## config.mk

```make
export PLATFORM = sky130hd
export DESIGN_NAME = arx_prng_bounded_uniform_top
export DESIGN_NICKNAME = d
export VERILOG_FILES = /design/src/rtl/arxp_pkg.sv /design/src/rtl/arxp_mix.sv /design/src/rtl/arxp_divider.sv /design/src/rtl/arx_prng_bounded_uniform_top.sv
export SDC_FILE = /design/constraint.sdc
export NUM_CORES = 1
export LEC_CHECK = 0
export ABC_CLOCK_PERIOD_IN_PS = 7100
export BUFFER_PORTS_ARGS = -buffer_cell sky130_fd_sc_hd__buf_2
export CORE_MARGIN = 2
export CORE_UTILIZATION = 45
export CTS_BUF_LIST = sky130_fd_sc_hd__clkbuf_4 sky130_fd_sc_hd__clkbuf_8 sky130_fd_sc_hd__clkbuf_16
export DETAILED_ROUTE_END_ITERATION = 10
export PLACE_DENSITY = 0.67
export REMOVE_ABC_BUFFERS = 1
export SYNTH_ARGS = -nofsm -noshare
export SYNTH_HDL_FRONTEND = slang
export SYNTH_SLANG_ARGS = --single-unit
```

## constraint.sdc

```tcl
create_clock -name clk -period 7.1 [get_ports clk]
set_input_delay 1.065 -clock clk [delete_from_list [all_inputs] [get_ports clk]]
set_output_delay 1.065 -clock clk [all_outputs]
set_load 0.01 [all_outputs]
```

## src/rtl/arxp_pkg.sv

```systemverilog
// shared types and constants for the bounded uniform add-rotate-xor generator
// no dependencies; imported by every module of the block
`timescale 1ns / 1ps
`default_nettype none

package arxp_pkg;

  // data widths
  localparam int WORD_W      = 32;
  localparam int LIMIT_W     = 24;
  localparam int COUNTER_W   = 25;
  localparam int CMP_W       = (COUNTER_W > LIMIT_W) ? COUNTER_W : LIMIT_W;
  localparam int BIT_CNT_W   = $clog2(WORD_W);

  // draw counter ceiling and reseed limit after reset
  localparam logic [COUNTER_W-1:0] COUNT_MAX   = {COUNTER_W{1'b1}};
  localparam logic [LIMIT_W-1:0]   LIMIT_RESET = LIMIT_W'(1600000);

  // command codes
  typedef logic [1:0] cmd_t;
  localparam cmd_t CMD_SEED    = 2'd0;
  localparam cmd_t CMD_RAW     = 2'd1;
  localparam cmd_t CMD_UNIFORM = 2'd2;

  // result status codes
  typedef logic [1:0] status_t;
  localparam status_t ST_OK     = 2'd0;
  localparam status_t ST_SEEDED = 2'd1;
  localparam status_t ST_RESEED = 2'd2;

  // mix unit handshake
  typedef struct packed {
    logic load;
    logic step;
  } mix_ctrl_t;

  typedef struct packed {
    logic busy;
    logic done;
  } mix_stat_t;

  // remainder unit request and status
  typedef struct packed {
    logic              start;
    logic [WORD_W-1:0] dividend;
    logic [WORD_W-1:0] divisor;
  } div_req_t;

  typedef struct packed {
    logic busy;
    logic done;
  } div_stat_t;

endpackage

`default_nettype wire

```

## src/rtl/arxp_mix.sv

```systemverilog
// four-word add-rotate-xor state and its update step, run as phase_a then phase_b
// depends on arxp_pkg
`timescale 1ns / 1ps
`default_nettype none

module arxp_mix
  import arxp_pkg::*;
(
  input  wire logic              clk,
  input  wire logic              rst,
  input  wire mix_ctrl_t         ctrl,
  input  wire logic [63:0]       seed_low,
  input  wire logic [63:0]       seed_high,
  output mix_stat_t              stat,
  output logic      [WORD_W-1:0] word0
);

  logic [WORD_W-1:0] w0, w1, w2, w3;
  logic [WORD_W-1:0] w0_sum, w2_sum;
  logic              phase_a;
  logic              phase_b;
  logic              done;

  // first half of the step: the two independent sums
  assign w0_sum = w0 + w1;
  assign w2_sum = w2 + w3;

  // mix words, no reset: only read after a seed load
  always_ff @(posedge clk) begin
    if (ctrl.load) begin
      w0 <= seed_low[31:0];
      w1 <= seed_low[63:32];
      w2 <= seed_high[31:0];
      w3 <= seed_high[63:32];
    end else if (phase_a) begin
      w0 <= {w0_sum[15:0], w0_sum[31:16]};
      w1 <= {w1[18:0], w1[31:19]} ^ w0_sum;
      w2 <= w2_sum;
      w3 <= {w3[14:0], w3[31:15]} ^ w2_sum;
    end else if (phase_b) begin
      w0 <= w0 + w3;
      w2 <= w2 + w1;
    end
  end

  // phase sequencing
  always_ff @(posedge clk) begin
    if (rst) begin
      phase_a <= 1'b0;
      phase_b <= 1'b0;
      done    <= 1'b0;
    end else begin
      phase_a <= ctrl.step;
      phase_b <= phase_a;
      done    <= phase_b;
    end
  end

  assign stat.busy = phase_a | phase_b;
  assign stat.done = done;
  assign word0     = w0;

endmodule

`default_nettype wire

```

## src/rtl/arxp_divider.sv

```systemverilog
// bit-serial restoring remainder unit, one dividend bit per cycle
// depends on arxp_pkg
`timescale 1ns / 1ps
`default_nettype none

module arxp_divider
  import arxp_pkg::*;
(
  input  wire logic              clk,
  input  wire logic              rst,
  input  wire div_req_t          req,
  output div_stat_t              stat,
  output logic      [WORD_W-1:0] remainder
);

  logic [WORD_W-1:0]    rem;
  logic [WORD_W-1:0]    dividend_sh;
  logic [WORD_W-1:0]    divisor;
  logic [BIT_CNT_W-1:0] bit_cnt;
  logic                 busy;
  logic                 done;
  logic [WORD_W:0]      partial;
  logic [WORD_W:0]      trial;

  // shift in the next dividend bit and try the subtraction
  assign partial = {rem, dividend_sh[WORD_W-1]};
  assign trial   = partial - {1'b0, divisor};

  // datapath shift registers
  always_ff @(posedge clk) begin
    if (req.start) begin
      rem         <= '0;
      dividend_sh <= req.dividend;
      divisor     <= req.divisor;
    end else if (busy) begin
      dividend_sh <= {dividend_sh[WORD_W-2:0], 1'b0};
      if (trial[WORD_W]) begin
        rem <= partial[WORD_W-1:0];
      end else begin
        rem <= trial[WORD_W-1:0];
      end
    end
  end

  // bit counter and completion flag
  always_ff @(posedge clk) begin
    if (rst) begin
      busy    <= 1'b0;
      done    <= 1'b0;
      bit_cnt <= '0;
    end else begin
      done <= 1'b0;
      if (req.start) begin
        busy    <= 1'b1;
        bit_cnt <= '0;
      end else if (busy) begin
        bit_cnt <= bit_cnt + 1'b1;
        if (bit_cnt == BIT_CNT_W'(WORD_W - 1)) begin
          busy <= 1'b0;
          done <= 1'b1;
        end
      end
    end
  end

  assign stat.busy = busy;
  assign stat.done = done;
  assign remainder = rem;

endmodule

`default_nettype wire

```

## src/rtl/arx_prng_bounded_uniform_top.sv

```systemverilog
// Bounded uniform random word generator. A seed word (command 0) loads the
// four mix words in one pass and answers with status 1. A raw word (command
// 1) takes one mix step. A uniform word (command 2) with a bound of two or
// more first finds the rejection threshold on the bit-serial remainder unit,
// then draws until a draw reaches the threshold, then reduces that draw
// modulo the bound on the same unit; each rejected draw adds one more mix
// step. Status 2 is returned, with value 0, when a raw or uniform word needs
// a draw and the block is unseeded or the draw count has passed
// reseed_limit; a fresh seed clears it. One word is in flight at a time; a
// finished result sits in the output register so the next word may be
// accepted while it waits.
// depends on arxp_pkg, arxp_mix, arxp_divider
`timescale 1ns / 1ps
`default_nettype none

module arx_prng_bounded_uniform_top
  import arxp_pkg::*;
(
  input  wire logic                clk,
  input  wire logic                rst,
  input  wire logic                cfg_write_en,
  input  wire logic [LIMIT_W-1:0]  cfg_write_data,
  input  wire logic                in_valid,
  output logic                     in_ready,
  input  wire logic [1:0]          command,
  input  wire logic [WORD_W-1:0]   bound,
  input  wire logic [63:0]         seed_low,
  input  wire logic [63:0]         seed_high,
  output logic                     out_valid,
  input  wire logic                out_ready,
  output logic      [WORD_W-1:0]   value,
  output logic      [1:0]          status
);

  typedef enum logic [2:0] {
    S_IDLE,
    S_THRESH,
    S_DRAW,
    S_MIX,
    S_MOD,
    S_DONE
  } state_t;

  state_t                state;
  cmd_t                  cmd_r;
  logic [WORD_W-1:0]     bound_r;
  logic [WORD_W-1:0]     threshold;
  logic [WORD_W-1:0]     res_value;
  status_t               res_status;
  logic [LIMIT_W-1:0]    reseed_limit;
  logic [COUNTER_W-1:0]  draw_count;
  logic                  seeded;
  logic                  accept;
  logic                  draw_ok;
  logic                  keep_draw;
  logic                  out_free;
  mix_ctrl_t             mix_ctrl;
  mix_stat_t             mix_stat;
  logic [WORD_W-1:0]     word0;
  div_req_t              div_req;
  div_stat_t             div_stat;
  logic [WORD_W-1:0]     remainder;

  assign in_ready = (state == S_IDLE);
  assign accept   = in_valid & in_ready;
  assign out_free = ~out_valid | out_ready;

  // a draw needs a seed and a count within the limit
  assign draw_ok = seeded
                 && (CMP_W'(draw_count) <= CMP_W'(reseed_limit))
                 && (draw_count != COUNT_MAX);

  assign keep_draw = mix_stat.done && (word0 >= threshold);

  // requests to the mix and remainder units
  always_comb begin
    mix_ctrl.load    = accept && (command == CMD_SEED);
    mix_ctrl.step    = (accept && (command == CMD_RAW) && draw_ok)
                     || ((state == S_DRAW) && draw_ok);
    div_req.start    = 1'b0;
    div_req.dividend = word0;
    div_req.divisor  = bound_r;
    if (state == S_IDLE) begin
      div_req.start    = accept && (command == CMD_UNIFORM) && (bound > WORD_W'(1));
      div_req.dividend = WORD_W'(0) - bound;
      div_req.divisor  = bound;
    end else if (state == S_MIX) begin
      div_req.start    = keep_draw && (cmd_r == CMD_UNIFORM);
    end
  end

  // reseed limit register
  always_ff @(posedge clk) begin
    if (rst) begin
      reseed_limit <= LIMIT_RESET;
    end else if (cfg_write_en) begin
      reseed_limit <= cfg_write_data;
    end
  end

  // sequencer with seed state and output register
  always_ff @(posedge clk) begin
    if (rst) begin
      state      <= S_IDLE;
      seeded     <= 1'b0;
      draw_count <= '0;
      out_valid  <= 1'b0;
      value      <= '0;
      status     <= ST_OK;
      cmd_r      <= CMD_SEED;
      bound_r    <= '0;
      threshold  <= '0;
      res_value  <= '0;
      res_status <= ST_OK;
    end else begin
      if (out_valid && out_ready && (state != S_DONE)) begin
        out_valid <= 1'b0;
      end
      case (state)
        S_IDLE: begin
          if (accept) begin
            cmd_r     <= command;
            bound_r   <= bound;
            res_value <= '0;
            case (command)
              CMD_SEED: begin
                seeded     <= 1'b1;
                draw_count <= '0;
                res_status <= ST_SEEDED;
                state      <= S_DONE;
              end
              CMD_RAW: begin
                if (draw_ok) begin
                  res_status <= ST_OK;
                  state      <= S_MIX;
                end else begin
                  res_status <= ST_RESEED;
                  state      <= S_DONE;
                end
              end
              CMD_UNIFORM: begin
                res_status <= ST_OK;
                if (bound > WORD_W'(1)) begin
                  state <= S_THRESH;
                end else begin
                  state <= S_DONE;
                end
              end
              default: begin
                res_status <= ST_OK;
                state      <= S_DONE;
              end
            endcase
          end
        end
        S_THRESH: begin
          if (div_stat.done) begin
            threshold <= remainder;
            state     <= S_DRAW;
          end
        end
        S_DRAW: begin
          if (draw_ok) begin
            state <= S_MIX;
          end else begin
            res_status <= ST_RESEED;
            state      <= S_DONE;
          end
        end
        S_MIX: begin
          if (mix_stat.done) begin
            draw_count <= draw_count + 1'b1;
            if (cmd_r == CMD_RAW) begin
              res_value <= word0;
              state     <= S_DONE;
            end else if (keep_draw) begin
              state <= S_MOD;
            end else begin
              state <= S_DRAW;
            end
          end
        end
        S_MOD: begin
          if (div_stat.done) begin
            res_value <= remainder;
            state     <= S_DONE;
          end
        end
        S_DONE: begin
          if (out_free) begin
            out_valid <= 1'b1;
            value     <= res_value;
            status    <= res_status;
            state     <= S_IDLE;
          end
        end
        default: begin
          state <= S_IDLE;
        end
      endcase
    end
  end

  arxp_mix u_mix (
    .clk       (clk),
    .rst       (rst),
    .ctrl      (mix_ctrl),
    .seed_low  (seed_low),
    .seed_high (seed_high),
    .stat      (mix_stat),
    .word0     (word0)
  );

  arxp_divider u_divider (
    .clk       (clk),
    .rst       (rst),
    .req       (div_req),
    .stat      (div_stat),
    .remainder (remainder)
  );

  // the mix and remainder units never run together
  assert property (@(posedge clk) disable iff (rst)
    !(mix_stat.busy && div_stat.busy))
    else $error("mix and remainder units busy together");

  // a mix step is only ever started on a seeded state
  assert property (@(posedge clk) disable iff (rst)
    mix_ctrl.step |-> seeded)
    else $error("mix step without a seed");

  // an accepted word always takes the block out of idle
  assert property (@(posedge clk) disable iff (rst)
    (in_valid && in_ready) |=> !in_ready)
    else $error("word accepted while another is in flight");

  // any result other than a valid value carries zero
  assert property (@(posedge clk) disable iff (rst)
    (out_valid && (status != ST_OK)) |-> (value == '0))
    else $error("non-zero value with a non-value status");

endmodule

`default_nettype wire

```

==> flow_metrics.py, run 1 <==
metrics = {
    "min_path": {
        "hold_start": "status[0]",
        "hp-class": "flop to flop",
    },
    "worst_setup_path": {
        "cp_max_fo": 99,
        "crit_end": "u_divider.dividend_sh[29]",
        "cp-end-kind": "flop",
        "crit_type": "flop to flop",
        "cp_data_arrival_time_ps": 5160,
        "r2r_end": "u_divider.dividend_sh[29]",
        "reg2reg_slack_ps": 2300,
        "r2r_cells": 12,
        "setup.worst_path.start": "u_mix.word0[2]",
        "cp.required_ps": 7460,
        "r2r-start": "u_mix.word0[2]",
        "start_kind": "flop",
    },
    "power": {
        "p_per_area_nw_per_um2": 349,
        "power.total_mw": 11.0,
        "total_leakage_power_nw": 12.7,
        "ir_worst_vdd_mv": 0.210,
    },
    "timing": {
        "worstMarginPinSlew_ps": 1240,
        "period_needed_ps": 4800,
        "fin_crit_sh": 0.677,
        "setup_violations": 0,
        "fin_worst_skew_ps": 18.8,
        "relSlewSlack": 0.172,
        "slew_violations": 0,
        "hold_viol_final": 0,
        "rsz0062_at_grt": "false",
        "fmax_ghz": 0.208,
        "setup_slack_ps": 2300,
    },
    "placed_design": {
        "pre_cts_slack_ps": 2400,
        "dp_hpwl_microns": 67400,
        "place.gp.congestion": 0.991,
        "dpl.cell_count": 4283,
        "portBuffers": 226,
    },
    "cts": {
        "clk_latency_ps": 610,
        "clk_path_buf_depth": 3,
        "cts-root-buf": "clkbuf_16",
        "cts_made_buffers": 48,
        "hold_buffers": 0,
        "postCtsSetupRepairBufs": 0,
        "htreeDepth": 2,
        "cts.sinks": 422,
        "cts_tree": "done",
        "clk_pin_slew_ps": 60,
        "cts_resized": 0,
    },
    "floorplanning": {
        "dieArea_sq_um": 64500,
        "start_util": 0.455,
        "core_sq_um": 61700,
        "io_pins": 227,
        "die_x_microns": 254,
        "die_h_microns": 254,
        "std_cell_rows": 91,
    },
    "detailed_routing": {
        "first_pass_iters": 6,
        "wl_microns": 89800,
        "avgViaCountPerCell": 5.76,
        "vias": 25200,
        "ant_nets": 0,
        "first_iter_violations": 2286,
        "wire_per_inst_microns": 20.5,
        "route.detailed.drc": 0,
    },
    "yosys": {
        "syn_avg_cell_area_sq_um": 8.36,
        "ys_seq_area_frac": 0.369,
        "ys_ff_latch": 422,
        "synth_area_sq_um": 28100,
        "synth_edf_count": 192,
        "synthCells": 3362,
        "yosysWarnings": 0,
        "async_flop_share": 0,
        "synth.distinct_cells": 90,
        "synth_ff_type": "dfxtp_1",
    },
    "global_routing": {
        "grt_overflow": 0,
        "grt_use_total": 0.271,
        "grt_max_degree": 100,
        "grt_antenna_before_repair": 1,
        "grt_pass1_wl_microns": 135000,
        "grt_pass1_vias": 22900,
    },
    "final_layout": {
        "synthToLayoutAreaGrowth_pct": 12.3,
        "fillCellCount": 5966,
        "drive_gt1_frac": 0.108,
        "nets": 3912,
        "final_cells": 4374,
    },
    "run_status": {
        "status": "finished clean",
    },
    "job": {
        "max-cap-violations": 0,
    },
}
-- through the flow --
step,utilization,cell area [sq um],TNS [ps],hold slack (ps)
floorplan,-,27500,-55720,426
global placement,0.483,29800,0,439
detailed placement,0.483,29800,0,446
CTS,0.511,31500,0,454
global route,0.511,31500,0,465
finish,0.511,31600,0,451
-- metal layers --
metal,vias to the layer above,part of all wire,track usage
li1,12300,-,-
met1,11900,0.44,0.374
met2,913,0.45,0.427
met3,141,0.085,0.0508
met4,0,0.031,0.0909
met5,-,0,0
-- critical path, cell delays in order (launching register included) --
cell,delay (ps)
edfxtp_1,500
ha_1,340
nand2_1,50
o21ai_0,170
a31oi_1,110
o21ai_0,290
a221oi_1,210
o21ai_0,550
nand3_1,270
o21ai_4,820
buf_4,900
o211ai_1,190
o21a_1,160
-- synthesized netlist by cell type (15+ instances only) --
| cell | count | share of area |
|---|---|---|
| nand2_1 | 520 | 0.069 |
| a21oi_1 | 377 | 0.067 |
| nor2_1 | 329 | 0.044 |
| dfxtp_1 | 230 | 0.16 |
| ha_1 | 220 | 0.098 |
| o21ai_0 | 197 | 0.035 |
| edfxtp_1 | 192 | 0.21 |
| xnor2_1 | 144 | 0.045 |
| inv_1 | 133 | 0.018 |
| clkbuf_1 | 132 | 0.018 |
| xor2_1 | 97 | 0.030 |
| a211oi_1 | 81 | 0.022 |
| a21o_1 | 74 | 0.020 |
| nand3_1 | 61 | 0.011 |
| mux2i_1 | 53 | 0.019 |
| nor3_1 | 43 | 0.0077 |
| a22oi_1 | 36 | 0.0096 |
| and3_1 | 32 | 0.0071 |
| a31oi_1 | 30 | 0.0067 |
| nand4_1 | 30 | 0.0067 |
| nand2b_1 | 26 | 0.0058 |
| nor2b_1 | 26 | 0.0058 |
| o21a_1 | 23 | 0.0061 |
| o211ai_1 | 21 | 0.0056 |
| o21bai_1 | 21 | 0.0056 |
| or3_1 | 19 | 0.0042 |
| nor4_1 | 15 | 0.0033 |
-- registers in the layout (all words and copies together), names as in the netlist, 3 cells and up --
name                   flops
u_mix.w1                  32
u_divider.bit_cnt          5
u_divider.remainder       32
value                     32
threshold                 32
reseed_limit              24
u_mix.word0               32
state                      3
bound_r                   32
res_value                 32
u_mix.w3                  32
u_divider.dividend_sh     32
draw_count                25
u_mix.w2                  32
u_divider.divisor         32
-- logic make-up (layout without fill, tap and decap cells) --
family	after synthesis	count (layout)	share of synthesized area
and+or+nand+nor	1153	1153	0.179
AOI/OAI and AO/OA	971	971	0.214
DFF	422	422	0.369
buffers and inverters	294	468	0.0405
xor gates and xnor gates	242	242	0.0759
adders and majority gates	225	225	0.102
muxes	55	55	0.0198
other	0	1	0
-- placed cells by master, fill, tap and decap left out, drive strengths merged, types with 11 or more instances in the layout --
master and n:
buf 244, a21oi 379, inv 136, xor2 97, clkinv 16, mux2i 53
o21ai 206, clkbuf 70, xnor2 144, o21bai 21, and2 11, or3 19
nor2b 26, nor4 17, nand4 30, nand3 61, o21a 23, and3 33
dfxtp 230, nor2 331, nand2 520, edfxtp 192, nor3 43, ha 220
o211ai 21, nand2b 26, a21o 74, a22oi 37, a31oi 34, a211oi 82
-- how the worst min path moves through the flow --
stage | to | slack, ps | cells past startpoint
2_1_floorplan | status[0] | 430 | 2
6_report | status[0] | 450 | 2
3_5_place_dp | value[27] | 450 | 2
3_3_place_gp | value[28] | 440 | 2
4_1_cts | value[27] | 450 | 2
5_1_grt | threshold[19] | 460 | 2
-- power by group --
group	switching, mW	leakage, nW	internal (mW)
Clock	1.09	0.864	1.58
Combinational	2.96	8.15	1.84
Sequential	0.429	3.64	3.11
Total	4.49	12.7	6.53
-- final cells by class --
cell class                 instances  area, sq um  share of cell area
antenna                            1         2.50           0.0000793
sequential                       422        10400               0.329
timing repair buffer             244         1270              0.0403
multi-input combinational       2646        16600               0.527
inverter                         134          503              0.0159
clock inverter                    20          190             0.00603
clock buffer                      70         1530              0.0486
tap                              837         1050              0.0332
Note: power is estimated with default switching activity, not from simulation.
==> run 2: changes to the inputs <==
- ABC_AREA: not set -> 1
- ABC_CLOCK_PERIOD_IN_PS: 7100 -> 4500
- clock period: 7.1 -> 4.5 ns (I/O delays scaled with it)
==> flow_metrics.py, run 2 <==
metrics = {
    "cts": {
        "cts.sinks": 422,
        "hold_buffers": 0,
        "clk_path_buf_depth": 3,
        "cts_made_buffers": 50,
        "cts_resized": 0,
        "clk_latency_ps": 640,
        "clk_pin_slew_ps": 60,
        "cts-root-buf": "clkbuf_16",
        "postCtsSetupRepairBufs": 0,
        "htreeDepth": 2,
        "cts_tree": "done",
    },
    "floorplanning": {
        "die_x_microns": 260,
        "die_h_microns": 260,
        "dieArea_sq_um": 67700,
        "core_sq_um": 64700,
        "io_pins": 227,
        "std_cell_rows": 93,
        "start_util": 0.456,
    },
    "power": {
        "total_leakage_power_nw": 14.5,
        "p_per_area_nw_per_um2": 479,
        "ir_worst_vdd_mv": 0.302,
        "power.total_mw": 15.9,
    },
    "timing": {
        "fin_tns_setup_ps": 0,
        "fin_crit_sh": 0.805,
        "rsz0062_at_grt": "false",
        "fin_worst_skew_ps": 39.7,
        "fmax_ghz": 0.276,
        "relSlewSlack": 0.235,
        "worstMarginPinSlew_ps": 1150,
        "hold_viol_final": 0,
        "setup_slack_ps": 879,
        "whs_ps": 289,
        "slew_violations": 0,
        "period_needed_ps": 3620,
        "setup_violations": 0,
    },
    "yosys": {
        "synth_edf_count": 192,
        "ys_seq_area_frac": 0.351,
        "synth_ff_type": "dfxtp_1",
        "synth_area_leaders": "edfxtp_1, dfxtp_1, nand2_1",
        "yosysWarnings": 0,
        "netlist.area_leader.share": 0.195,
        "synthTopCellsByCount": "nand2_1, inv_1, nor2_1",
        "async_flop_share": 0,
        "synth_area_sq_um": 29500,
        "syn_avg_cell_area_sq_um": 7.20,
        "yosysMostFrequentCell": "nand2_1",
        "synthCells": 4099,
        "synth_area_leader_cell": "edfxtp_1",
        "ys_ff_latch": 422,
        "synth.distinct_cells": 62,
    },
    "detailed_routing": {
        "route.detailed.drc": 0,
        "vias": 29700,
        "avgViaCountPerCell": 5.73,
        "first_iter_violations": 3181,
        "first_pass_iters": 6,
        "wl_microns": 116000,
        "wire_per_inst_microns": 22.4,
        "ant_nets": 0,
    },
    "global_routing": {
        "grt_antenna_before_repair": 2,
        "grt_pass1_vias": 27400,
        "grt_overflow": 0,
        "grt_max_degree": 148,
        "grt_use_total": 0.335,
        "grt_pass1_wl_microns": 171000,
    },
    "placed_design": {
        "dpl.cell_count": 5088,
        "portBuffers": 226,
        "pre_cts_slack_ps": 840,
        "place.gp.congestion": 1.03,
        "place_area_sq_um": 31500,
        "dp_hpwl_microns": 91500,
    },
    "worst_setup_path": {
        "cp-end-kind": "flop",
        "crit_slowest_cell": "xor2_1",
        "path_buf_inv": 0,
        "r2r_cells": 12,
        "cp_max_fo": 4,
        "reg2reg_slack_ps": 880,
        "crit_path_frequent_cell": "nand2_1",
        "cp_data_arrival_time_ps": 3960,
        "crit_chain": "ha_1 -> fa_1 -> nand2_1 -> nand2_1 -> o21ai_1 -> o21ai_0 -> a21oi_1 -> o21ai_2 -> xor2_1 -> nand2_1 -> nand3_1 -> nand2_1",
        "r2r_end": "u_mix.w1[14]",
        "crit_type": "flop to flop",
        "r2r-start": "u_mix.w1[0]",
        "cpLargestDelayFamily": "compound AO/OA/AOI/OAI gates",
        "max_stage_delay_ps": 630,
        "start_kind": "flop",
        "cp.required_ps": 4840,
        "setup.worst_path.start": "u_mix.w1[0]",
    },
    "job": {
        "max-cap-violations": 0,
    },
    "final_layout": {
        "layout_commonest_cell": "nand2_1",
        "fillCellCount": 6623,
        "fin_util": 0.513,
        "stdcell_area_sq_um": 33200,
        "final_cell_mix": "nand2_1, inv_1, nor2_1",
        "final_cells": 5182,
        "synthToLayoutAreaGrowth_pct": 12.5,
        "n_antenna_cell": 0,
        "drive_gt1_frac": 0.0950,
        "nets": 4701,
    },
    "min_path": {
        "hold_start": "cfg_write_data[19]",
        "hp-class": "primary input to flop",
        "hold_depth": 3,
        "holdPathEnd": "reseed_limit[19]",
    },
    "run_status": {
        "status": "finished clean",
    },
}
run 2: cell count changes after synthesis, sizes merged, moves of 34 or more:
cell	previous run	this run
a22oi	37	3
xnor2	144	62
clkbuf	135	80
nand3	61	196
mux2i	53	0
nor2	331	453
nand2	520	928
xor2	97	59
o21ai	206	395
a21o	74	26
a211oi	82	5
inv	134	474
run 2: how the worst max path moves through the flow:
stage	end	slack, ps	depth (start not counted)
2_1_floorplan	u_mix.w2[0]	-3050	9
3_3_place_gp	u_divider.remainder[10]	930	11
3_5_place_dp	u_divider.remainder[8]	840	11
4_1_cts	u_mix.w1[14]	990	12
5_1_grt	u_divider.dividend_sh[31]	640	12
6_report	u_mix.w1[14]	880	12
run 2: layout make-up:
cell class	instances	area [sq um]	area share
clock buffers	65	1460	0.0439
clock inverters	29	236	0.00712
inverters	477	1800	0.0542
multi-input cells	3080	16900	0.508
flip-flops and latches	422	10400	0.312
well taps	855	1070	0.0322
repair buffers	254	1420	0.0426
run 2: routing by layer:
metal / global-route usage / vias to the layer above / part of all wire
li1: - / 14300 / -
met2: 0.521 / 1326 / 0.44
met1: 0.468 / 13800 / 0.43
met3: 0.0425 / 228 / 0.085
met5: 0 / - / 0.00015
met4: 0.146 / 2 / 0.048
run 2: power breakdown:
part	internal (mW)	switching, mW
clock network	2.37	1.82
logic	2.00	4.37
registers	4.82	0.540
run 2: cells by family after synthesis:
kind of cell	count (synthesis)	synth area share
XOR/XNOR	121	0.0359
AND/OR/NAND/NOR	1726	0.245
buffers and inverters	597	0.0777
AO/OA/AOI/OAI	1008	0.194
flip-flops	422	0.351
adder cells (fa/ha/maj)	225	0.0967
run 2: worst reg2reg max path: stages (launching register included):
cell	delay, ps
edfxtp_1	610
ha_1	340
fa_1	410
nand2_1	80
nand2_1	60
o21ai_1	170
o21ai_0	200
a21oi_1	380
o21ai_2	160
xor2_1	630
nand2_1	100
nand3_1	110
nand2_1	110
